$ cat src/sv/mvt_pkg.sv
`timescale 1ns / 1ps
// ----------------------------------------------------------------------------
// mvt_pkg: shared types and constants
// Word, product and accumulator types of the 4x4 matrix-vector datapath.
// ----------------------------------------------------------------------------
package mvt_pkg;

    localparam int unsigned DIM       = 4;
    localparam int unsigned WORD_W    = 32;
    localparam int unsigned PROD_W    = 2 * WORD_W;
    localparam int unsigned PAIR_W    = PROD_W + 1;
    localparam int unsigned SUM_W     = PROD_W + 2;
    localparam int unsigned ROW_W     = 2;
    localparam int unsigned FRAC_BITS = 16;

    // Item modes.
    localparam logic MODE_LOAD  = 1'b0;
    localparam logic MODE_XFORM = 1'b1;

    typedef logic signed [WORD_W-1:0] t_word;
    typedef logic signed [PROD_W-1:0] t_prod;
    typedef logic signed [PAIR_W-1:0] t_pair;
    typedef logic signed [SUM_W-1:0]  t_sum;
    typedef logic        [ROW_W-1:0]  t_row;

    localparam t_word SAT_MAX = 32'sh7FFF_FFFF;
    localparam t_word SAT_MIN = 32'sh8000_0000;

endpackage

$ cat src/sv/mvt_sat.sv
`timescale 1ns / 1ps
// ----------------------------------------------------------------------------
// mvt_sat: scaling and saturation stage
// Drops the fraction bits of each row sum (rounding toward minus infinity)
// and clamps the result to the signed 32-bit range into the output register.
// ----------------------------------------------------------------------------
module mvt_sat #(
    parameter int unsigned FRAC_BITS = mvt_pkg::FRAC_BITS
) (
    input  logic                i_clk,
    input  logic                i_rst_n,
    input  logic                i_valid,
    input  logic                i_en,
    input  mvt_pkg::t_sum       i_sum [mvt_pkg::DIM],
    output logic                o_valid,
    output mvt_pkg::t_word      o_out [mvt_pkg::DIM]
);

    localparam int unsigned TOP_W = mvt_pkg::SUM_W - mvt_pkg::WORD_W + 1;

    mvt_pkg::t_sum  w_shift [mvt_pkg::DIM];
    mvt_pkg::t_word n_out   [mvt_pkg::DIM];
    mvt_pkg::t_word r_out   [mvt_pkg::DIM];
    logic           r_valid;

    always_comb begin
        for (int r = 0; r < mvt_pkg::DIM; r++) begin
            w_shift[r] = i_sum[r] >>> FRAC_BITS;
            // The value fits when every bit from the word's sign bit upward agrees.
            if (w_shift[r][mvt_pkg::SUM_W-1 -: TOP_W] == '0 ||
                w_shift[r][mvt_pkg::SUM_W-1 -: TOP_W] == '1) begin
                n_out[r] = w_shift[r][mvt_pkg::WORD_W-1:0];
            end else if (w_shift[r][mvt_pkg::SUM_W-1]) begin
                n_out[r] = mvt_pkg::SAT_MIN;
            end else begin
                n_out[r] = mvt_pkg::SAT_MAX;
            end
        end
    end

    always_ff @(posedge i_clk) begin
        if (!i_rst_n) begin
            r_valid <= 1'b0;
        end else if (i_en) begin
            r_valid <= i_valid;
        end
    end

    always_ff @(posedge i_clk) begin
        if (i_en && i_valid) begin
            r_out <= n_out;
        end
    end

    assign o_valid = r_valid;
    assign o_out   = r_out;

endmodule

$ cat config.mk
export PLATFORM = sky130hd
export DESIGN_NAME = mvt_sat
export DESIGN_NICKNAME = d
export VERILOG_FILES = /design/src/sv/mvt_pkg.sv /design/src/sv/mvt_sat.sv
export SDC_FILE = /design/constraint.sdc
export NUM_CORES = 1
export LEC_CHECK = 0
export BUFFER_PORTS_ARGS = -buffer_cell sky130_fd_sc_hd__buf_4
export CAP_MARGIN = 25
export CORE_AREA = 2 2 153 155
export DETAILED_ROUTE_END_ITERATION = 8
export DIE_AREA = 0 0 155 157
export GPL_ROUTABILITY_DRIVEN = 0
export PLACE_DENSITY = 0.49
export SLEW_MARGIN = 20
export SYNTH_ARGS = -nofsm -noshare
export SYNTH_HDL_FRONTEND = slang
export SYNTH_SLANG_ARGS = --single-unit
$ cat constraint.sdc
create_clock -name i_clk -period 5.7 [get_ports i_clk]
set_clock_uncertainty 0.15 [all_clocks]
set_input_delay 0.855 -clock i_clk [delete_from_list [all_inputs] [get_ports i_clk]]
set_output_delay 0.855 -clock i_clk [all_outputs]
set_load 0.005 [all_outputs]
After elaboration in Yosys (flattened, before gate mapping)
Cells that the tools add are included.

cells by class
  reductions and logical operators = 9
  eq/ne operators = 4
  mux-type cells = 8

operators with widths
  cell                    count
  $mux W32                8
  $eq A35 B35 Y1 const B  4
  $logic_not A35 Y1       4
  $logic_or A1 B1 Y1      4
  $logic_and A1 B1 Y1     1

storage, ports and cells
  bits in registers = 129
  output and inout port bits = 129

Depth between registers and ports, before layout
  word-level depth = 3
  mapped depth = 6
  mapped depth without buffers = 5

Worst setup path after synthesis
No wires, ideal clock.

  kind = input to register
  from = input port i_valid
  to = register r_out (netlist bit o_out[0]), enable pin
  cell stages on the path = 1
  arrival = 3,804 ps
  setup slack = 1,243 ps
  buffers on the path = 0
  cells stage by stage = and2_1

between the ends
  longest elaborated chain between the ends = 1

RTL lines
  what                  RTL line       source
  start, declared       mvt_sat.sv:12  input logic i_valid,
  $logic_and A1 B1 Y1   mvt_sat.sv:50  if (i_en && i_valid) begin
  end signal, assigned  mvt_sat.sv:51  r_out <= n_out;
  end, declared         mvt_sat.sv:23  mvt_pkg::t_word r_out [mvt_pkg::DIM];

Every way passes these cells.
A chain may end at the register's enable or synchronous reset.

==> results by group <==
Power and ir drop
  – Comb power frac: 0.113
  – Switching Power: 546 uW
  – Flop pwr share: 0.416
  – Pwr Total: 2720 uW
  – Switch share: 0.201
  – VDD IR max: 0.160 mV
  – Clock power frac: 0.470
  – Int Pwr: 2170 uW
  – PD cells: 304 mW/mm^2
  – Leakage: 0.00404 uW

Min path
  – Hold EP: o_valid
  – Hold_sp: o_valid
  – WHS Path Cells: 2
  – HP Class: register to register

Clocking
  – Num CTS Buffers: 17
  – Post-CTS Setup Inserts: 0
  – Post-CTS Hold Buffers: 0
  – CTS tree: built
  – PostCTS Resize Cnt: 0
  – Clk_lat worst skew: 0.40 ns
  – Clk slew on worst S/H paths: 0.06 ns
  – # clock sinks: 129
  – H-tree depth: 4
  – Clock Path Buffers: 2
  – CTS root buf: clkbuf_16

Floorplan
  – Initial Utilization: 0.249
  – Cell Rows: 55
  – Die height: 157 um
  – CORE AREA: 0.0225 sq mm
  – Die width: 155 um
  – Top Ports: 397
  – Die Area: 0.0243 sq mm

STA
  – Max Clk Rate: 400 MHz
  – Final Hold Viols: 0
  – RSZ-0062 raised after global routing: no
  – Fin. max-slew vios: 0
  – Setup TNS: 0 ns
  – Final setup violation count: 0
  – Final setup margin: 3.20 ns
  – Hold_ws: 0.468 ns
  – Worst slew pin tran: 0.965 ns
  – Slew headroom: 0.357
  – Fin crit period: 2.50 ns
  – Fin crit share: 0.439

Setup path
  – CP Class: primary input to register
  – CP Data Required Time: 5.83 ns
  – Worst reg2reg setup slack: 4.84 ns
  – R2R Path End: o_valid
  – Element type at the critical path start: primary input
  – Reg2reg start: o_valid
  – Worst-path fanout max: 31
  – Critical Path AT: 2.63 ns
  – Worst-case reg-to-reg path depth: 2
  – CP Capture Type: register

Global routing
  – First-pass GRT wire length: 24.2 mm
  – Initial antenna violation count: 0
  – Largest net degree at the start of global routing: 74
  – All-Layer GR Usage: 0.129
  – Vias in the first global route: 4623
  – GRT overflow: 0

Final layout
  – Commonest non-fill, non-tap cell in the layout: buf_4
  – Share of cells above drive strength 1: 0.676
  – Util after Layout: 0.398
  – Leading cell types in the layout, fill and taps excluded: 337 x buf_4, 128 x edfxtp_1, 82 x a21o_2
  – Final nets: 938
  – Storage element area: 0.00386 sq mm
  – Fillcell total: 2136
  – Multi-input gate area: 0.00151 sq mm
  – Diode count: 0
  – Synthesis-to-layout area growth: 59.9%

Logic synthesis
  – Synth Area per Inst: 16.4 sq um
  – Post-synth EDFFs: 128
  – Synth unique cells: 21
  – Share of synthesized registers carrying an async set or reset: 0
  – Syn Inst Count: 342
  – Seq/Total Area, Yosys: 0.690
  – Synthesized area: 0.00560 sq mm
  – Main synth FF type: edfxtp_1
  – Flops & latches, synth: 129
  – Synth warn: 0
  – Syn Nets: 610

Drt
  – Drt via density: 4.48
  – Total number of vias: 4335
  – Post-DRT Antenna Nets: 0
  – # DRC: 0
  – Post-DR wirelength/cell: 16.6 um
  – WL final: 16.1 mm
  – First-pass DRT Iterations: 4
  – Iter 0 DRT Violations: 199

Placement
  – Port bufs: 332
  – Detailed Place HPWL: 11.7 mm
  – Dpl ws: 2.53 ns

Run status
  – Outcome: finished, final reports clean

Job
  – Max-cap violations: 0
==> registers in the layout, indices dropped and copies added, names as in the netlist <==
signal	count
o_out	128
o_valid	1
==> final cells by class <==
| class | count | area share |
|---|---|---|
| Sequential cell | 129 | 0.432 |
| Clock buffer | 18 | 0.0480 |
| Tap cell | 285 | 0.0399 |
| Clock inverter | 14 | 0.0292 |
| Multi-Input combinational cell | 185 | 0.168 |
| Timing Repair Buffer | 337 | 0.283 |
==> cell families (layout without fill, tap and decap cells) <==
family	Yosys count	in the layout	share of synthesized area
AOI/OAI and AO/OA	132	132	0.201
and+or+nand+nor	53	53	0.0606
buffers and inverters	28	369	0.0485
DFF	129	129	0.690
==> worst max-delay path, stage by stage <==
cell	delay, ns
buf_4	0.13
nor4_1	0.31
nand4_1	0.17
nor4_2	0.31
a31o_2	0.60
a21o_2	0.23
==> layer usage <==
metal / wire length [um] / vias to the layer above / global-route usage
met4: 270 / 0 / 0.0472
li1: - / 2034 / -
met3: 1580 / 20 / 0.0551
met1: 6090 / 2057 / 0.138
met2: 8140 / 224 / 0.228
met5: 0 / - / 0
==> metrics by stage <==
step	instances	area [sq um]
after global routing	968	8950
after global placement	936	8250
after CTS	968	8950
final	968	8950
after detailed placement	936	8260
after floorplan	342	5600
==> cells in the mapped netlist (all sizes together), types with 2 or more instances <==
cell / instances / area (sq um)
a21o: 124 / 1030
a311oi: 3 / 45.0
a31o: 3 / 26.3
and3: 3 / 18.8
buf: 23 / 235
clkbuf: 2 / 7.51
dlygate4sd3: 2 / 20.0
edfxtp: 128 / 3840
nand4: 20 / 125
nor2: 7 / 26.3
nor4: 21 / 156
==> power groups by stage <==
| stage | clock network, uW | logic (uW) | registers [uW] |
|---|---|---|---|
| 3_3_place_gp | 0 | 308 | 1150 |
| 2_1_floorplan | 0 | 74.9 | 1160 |
| 3_5_place_dp | 0 | 313 | 1150 |
| 4_1_cts | 1320 | 313 | 1130 |
| 6_report | 1280 | 308 | 1130 |
| 5_1_grt | 1360 | 334 | 1140 |
==> worst max-delay path by stage <==
stage / slack (ns) / end / depth (start not counted) / from
5_1_grt: 3.02 / o_out[42] / 6 / i_sum[131]
6_report: 3.20 / o_out[44] / 6 / i_sum[131]
3_3_place_gp: 2.66 / o_out[8] / 6 / i_sum[52]
3_5_place_dp: 2.53 / o_out[8] / 6 / i_sum[56]
4_1_cts: 2.96 / o_out[8] / 6 / i_sum[56]
2_1_floorplan: 1.24 / o_out[0] / 1 / i_valid
Note: power is estimated with default switching activity, not from simulation.
