===== config.mk =====
export PLATFORM = sky130hd
export DESIGN_NAME = mvt_sum
export DESIGN_NICKNAME = d
export VERILOG_FILES = /design/src/sv/mvt_pkg.sv /design/src/sv/mvt_sum.sv
export SDC_FILE = /design/constraint.sdc
export NUM_CORES = 2
export LEC_CHECK = 0
export BUFFER_PORTS_ARGS = -buffer_cell sky130_fd_sc_hd__buf_4
export CORE_AREA = 2 2 511 513
export DETAILED_ROUTE_END_ITERATION = 6
export DIE_AREA = 0 0 513 515
export PLACE_DENSITY_LB_ADDON = 0.1
export RECOVER_POWER = 100
export REMOVE_ABC_BUFFERS = 1
export SYNTH_ARGS = -nofsm -noshare
export SYNTH_HDL_FRONTEND = slang
export SYNTH_SLANG_ARGS = --single-unit

===== constraint.sdc =====
create_clock -name i_clk -period 9.3 [get_ports i_clk]
set_input_delay 0.465 -clock i_clk [delete_from_list [all_inputs] [get_ports i_clk]]
set_output_delay 0.465 -clock i_clk [all_outputs]
set_load 0.01 [all_outputs]

===== src/sv/mvt_pkg.sv =====
`timescale 1ns / 1ps
// ----------------------------------------------------------------------------
// mvt_pkg: shared types and constants
// Word, product and accumulator types of the 4x4 matrix-vector datapath.
// ----------------------------------------------------------------------------
package mvt_pkg;

    localparam int unsigned DIM       = 4;
    localparam int unsigned WORD_W    = 32;
    localparam int unsigned PROD_W    = 2 * WORD_W;
    localparam int unsigned PAIR_W    = PROD_W + 1;
    localparam int unsigned SUM_W     = PROD_W + 2;
    localparam int unsigned ROW_W     = 2;
    localparam int unsigned FRAC_BITS = 16;

    // Item modes.
    localparam logic MODE_LOAD  = 1'b0;
    localparam logic MODE_XFORM = 1'b1;

    typedef logic signed [WORD_W-1:0] t_word;
    typedef logic signed [PROD_W-1:0] t_prod;
    typedef logic signed [PAIR_W-1:0] t_pair;
    typedef logic signed [SUM_W-1:0]  t_sum;
    typedef logic        [ROW_W-1:0]  t_row;

    localparam t_word SAT_MAX = 32'sh7FFF_FFFF;
    localparam t_word SAT_MIN = 32'sh8000_0000;

endpackage


===== src/sv/mvt_sum.sv =====
`timescale 1ns / 1ps
// ----------------------------------------------------------------------------
// mvt_sum: two-level adder tree
// Adds the four products of each row in two registered levels, at full width.
// ----------------------------------------------------------------------------
module mvt_sum (
    input  logic                i_clk,
    input  logic                i_rst_n,
    input  logic                i_valid,
    input  logic                i_en_pair,
    input  logic                i_en_sum,
    input  mvt_pkg::t_prod      i_prod [mvt_pkg::DIM][mvt_pkg::DIM],
    output logic                o_valid_pair,
    output logic                o_valid,
    output mvt_pkg::t_sum       o_sum [mvt_pkg::DIM]
);

    mvt_pkg::t_pair r_pair [mvt_pkg::DIM][2];
    mvt_pkg::t_sum  r_sum  [mvt_pkg::DIM];
    logic           r_valid_pair;
    logic           r_valid_sum;

    always_ff @(posedge i_clk) begin
        if (!i_rst_n) begin
            r_valid_pair <= 1'b0;
            r_valid_sum  <= 1'b0;
        end else begin
            if (i_en_pair) begin
                r_valid_pair <= i_valid;
            end
            if (i_en_sum) begin
                r_valid_sum <= r_valid_pair;
            end
        end
    end

    always_ff @(posedge i_clk) begin
        if (i_en_pair) begin
            for (int r = 0; r < mvt_pkg::DIM; r++) begin
                r_pair[r][0] <= mvt_pkg::t_pair'(i_prod[r][0])
                              + mvt_pkg::t_pair'(i_prod[r][1]);
                r_pair[r][1] <= mvt_pkg::t_pair'(i_prod[r][2])
                              + mvt_pkg::t_pair'(i_prod[r][3]);
            end
        end
        if (i_en_sum) begin
            for (int r = 0; r < mvt_pkg::DIM; r++) begin
                r_sum[r] <= mvt_pkg::t_sum'(r_pair[r][0]) + mvt_pkg::t_sum'(r_pair[r][1]);
            end
        end
    end

    assign o_valid_pair = r_valid_pair;
    assign o_valid      = r_valid_sum;
    assign o_sum        = r_sum;

endmodule


# --- Word-level counts from Yosys, hierarchy flattened ---
# Memories as Yosys holds them, arrays and structs flattened.
# Index checks and enable logic that the tools add are counted.
totals:
  wordCells: 21
  mem_bits_rw: 520
  reg_bits: 266
  output_inout_bits: 266
  input_bits: 1029
  mem_count: 1
classes:
  n_mux: 2
  n_addsub: 12
memory_table:
  columns: ["name", "depth", "word_bits", "read_ports", "rd_clocked_by_memory_dff", "wr", "line_no", "source"]
  rows:
  - ["r_pair", 4, 130, 4, 0, 4, "mvt_sum.sv:18", "mvt_pkg::t_pair r_pair [mvt_pkg::DIM][2];"]
op_table:
  columns: ["cell", "count"]
  rows:
  - ["64-bit by 64-bit adder with 65-bit output", 8]
  - ["65-bit by 65-bit adder with 66-bit output", 4]
  - ["1-bit two-way mux", 2]

# --- Longest topological paths before layout ---
depth:
  ltp_word: 2
  mapped_depth: 14
  depth_no_buf: 14

# --- Worst setup path after synthesis ---
# OpenSTA, ideal clock, no wires.
synth_path:
  path_type: "input to register"
  from: "in i_prod[640] (netlist bit)"
  to: "mem r_pair[1][127] (netlist bit) (data pin)"
  arrival_time_ns: 3.226
  slack_ns: 5.817
  t_required_ns: 9.042
  path_stages: 13
  n_path_buf: 0
  setup_time_ns: 0.258
  cell_sequence: "ha_1 fa_1 a21o_1 a21o_1 a21oi_1 nor4b_1 o211a_1 o31ai_1 o31a_1 o31ai_1 a2111oi_0 nor2_1 xnor2_1"
synth_rtl:
  columns: ["element", "line_no", "source"]
  rows:
  - ["from (decl)", "mvt_sum.sv:12", "input mvt_pkg::t_prod i_prod [mvt_pkg::DIM][mvt_pkg::DIM],"]
  - ["to (decl)", "mvt_sum.sv:18", null]

==> impl_metrics.yaml <==
setup_path:
  path_cells: "clkbuf_1 > buf_4 > clkbuf_2"
  criticalPathCategory: "input pin to register"
  reg2regPathDepth: 12
  worstReg2RegEnd: "o_sum[129]$_DFFE_PP_"
  cp_data_required_time_ps: 9610
  critPathMaxStageDelay_ps: 3310
  cp.buffers_inverters: 3
  end_kind: "register"
  r2r_slack_ps: 4320
  cp-start-kind: "input pin"
  reg2reg_from: "r_pair[2][1]$_DFFE_PP_"
  cp_max_fo: 77
  worst_ep_arrival_time_ps: 6560
  cp_slowest_cell: "clkbuf_1"
  path_delay_family: "buffers and inverters"
yosys:
  async_reset_ff_share_pct: 0
  ys_seq_area_share_pct: 34.6
  yosys_warnings: 0
  synth-seq-cells: 786
  synth_top_area_share_pct: 34.6
  ys.flop_type: "edfxtp_1"
  ys_top_cells_by_area: "edfxtp_1 35%, ha_1 14%, a21oi_1 6.8%, xnor2_1 5.9%, a21o_1 5.6%"
  ys_types: 103
  yosys-top-cells-count: "928 x a21oi_1, 784 x edfxtp_1, 772 x ha_1"
  yosysMostFrequentCell: "a21oi_1"
  syn_inst: 7380
  synth-edff-count: 784
  avgSynthCellArea_sq_um: 9.23
  synth_area_sq_um: 68100
  yosysTopAreaCell: "edfxtp_1"
clock_tree:
  htree_levels: 3
  clkLatencyLatePin_ps: 750
  post_cts_resized: 0
  path_clk_slew_ps: 60
  root_buffer: "clkbuf_16"
  cts-buffers-inserted: 105
  cts_tree: "built"
  cts_sinks: 786
  cts.path.max_buffers: 3
pwr:
  power_uw: 17800
  peakVddDrop_uv: 153
  pwr_density_cell_nw_per_um2: 213
  cellLeakagePower_uw: 0.0352
final_layout:
  postLayoutCellArea_sq_um: 83600
  final_layout_size_suffix_gt1_share_pct: 14.4
  nNetsFinal: 10330
  syn_to_final_growth_pct: 22.7
  final_core_util_pct: 32.3
sta:
  finalCritPeriodShare_pct: 67.3
  fin_skew_ps: 38.0
  setup_viol: 0
  relSlewSlack_pct: -228
  hold_slack_ps: 98.0
  rsz0062_at_grt: "false"
  worstMarginPinSlew_ps: 4930
  fmax_mhz: 160
  hold_violations: 0
  slew_violations: 315
  fin_crit_ps: 6260
  tns_ps: 0
min_path:
  min_to: "r_pair[3][0]$_DFFE_PP_"
  worstHoldPathType: "input pin to register"
  hold_depth: 2
  min_from: "i_prod[0]"
placed_design:
  gp_congestion: 0.932
  port_buffers: 1294
  hpwl_mm: 272
  dpl-instance-area_sq_um: 81100
grt:
  busiest_layer: "met2"
  grtUsageTotal_pct: 23.1
  met2_usage_pct: 39.6
  grt_max_degree: 132
  gr-usage-met3_pct: 3.35
  grt_pass1_wl_mm: 448
  grt_use_met1_pct: 29.2
  grt-ovfl-total: 0
  antenna_found_initial: 91
  grt_pass1_vias: 63688
run_status:
  status: "finished, violations left"
  failed_checks: "max-capacitance violations, max-slew violations"
detailed_routing:
  wirelength_mm: 319
  viasPerCell: 5.26
  antenna_left: 0
  routedWlPerCell_um: 26.5
  first_pass_iters: 6
  drcViolationCount: 0
  drt_iter0_drc: 4780
  vias: 63301
floorplan:
  die_w_um: 513
  io_pins: 1295
  coreArea_sq_um: 259000
  start_util_pct: 26.3
  dieArea_sq_um: 264000
  rows: 187
  die_h_um: 515
job:
  drv_cap: 5
## layer usage
layer  wire, um  share of wire, %
met1     137000                43
met2     152000                48
met3      17800               5.6
met4      12300               3.9
met5         79             0.025
## through the flow
| step | instances | worst slack, ps |
|---|---|---|
| 2_1_floorplan | 7084 | 5820 |
| 3_3_place_gp | 11794 | 4270 |
| 3_5_place_dp | 11794 | 4380 |
| 4_1_cts | 12009 | 4660 |
| 5_1_grt | 12034 | 2520 |
| 6_report | 12042 | 3040 |
## worst reg2reg max path: cells and delay by family (launching register included)
family / cells / cell delay [ps]
AND/OR/NAND/NOR: 1 / 70
adder cells (fa/ha/maj): 1 / 300
flip-flops: 1 / 410
AO/OA/AOI/OAI: 10 / 3910
## placed cells by master (no fill, tap or decap), types with 286 or more instances in the layout
| cell type | netlist | routed |
|---|---|---|
| ha_1 | 772 | 772 |
| nand2_1 | 553 | 554 |
| a21oi_1 | 928 | 933 |
| buf_4 | 7 | 1021 |
| clkbuf_1 | 267 | 286 |
| a21o_1 | 507 | 507 |
| edfxtp_1 | 784 | 784 |
| o21ai_0 | 399 | 458 |
| xnor2_1 | 456 | 456 |
| nor2_1 | 470 | 471 |
## flip-flops by register name, summed over array words and instances (netlist names)
register	count
o_sum	264
o_valid	1
r_pair	520
o_valid_pair	1
## worst max path at each step
| stage | start | end | slack [ps] | cells after the start |
|---|---|---|---|---|
| final | i_en_pair | r_pair[1][6]$_DFFE_PP_ | 3040 | 3 |
| after floorplan | i_prod[640] | r_pair[1][127]$_DFFE_PP_ | 5820 | 13 |
| after detailed placement | i_prod[640] | r_pair[1][127]$_DFFE_PP_ | 4380 | 14 |
| after CTS | i_prod[704] | r_pair[1][127]$_DFFE_PP_ | 4660 | 15 |
| after global routing | i_en_pair | r_pair[1][15]$_DFFE_PP_ | 2520 | 3 |
| after global placement | i_prod[640] | r_pair[1][127]$_DFFE_PP_ | 4270 | 14 |
## cells by family after synthesis
logic type	after synthesis	synth area share (%)
AO/OA/AOI/OAI	2718	25.6
XOR/XNOR	722	9.28
adder cells (fa/ha/maj)	784	14.5
buffers and inverters	531	3.00
flip-flops	786	34.6
multiplexers	3	0.0441
AND/OR/NAND/NOR	1836	12.9
## where the power goes
| group | switching (uW) | leakage [uW] | internal, uW |
|---|---|---|---|
| Clock | 1780 | 0.00175 | 2550 |
| Combinational | 4910 | 0.0258 | 2840 |
| Sequential | 560 | 0.00769 | 5170 |
| Total | 7240 | 0.0352 | 10600 |
## layout make-up
class | instances | area, sq um
diodes | 33 | 82.6
clock buffers | 117 | 2740
clock inverters | 80 | 886
fillers | 27306 | 175000
inverters | 235 | 882
multi-input cells | 6063 | 42200
flip-flops and latches | 786 | 23600
well taps | 3402 | 4260
repair buffers | 1326 | 8970
## what timing repair did
item / CTS / global route
buffers inserted: 0 / 0
hold buffers: 18 / 0
endpoints found under the hold margin: 11 / 0
Note: power is estimated with default switching activity, not from simulation.
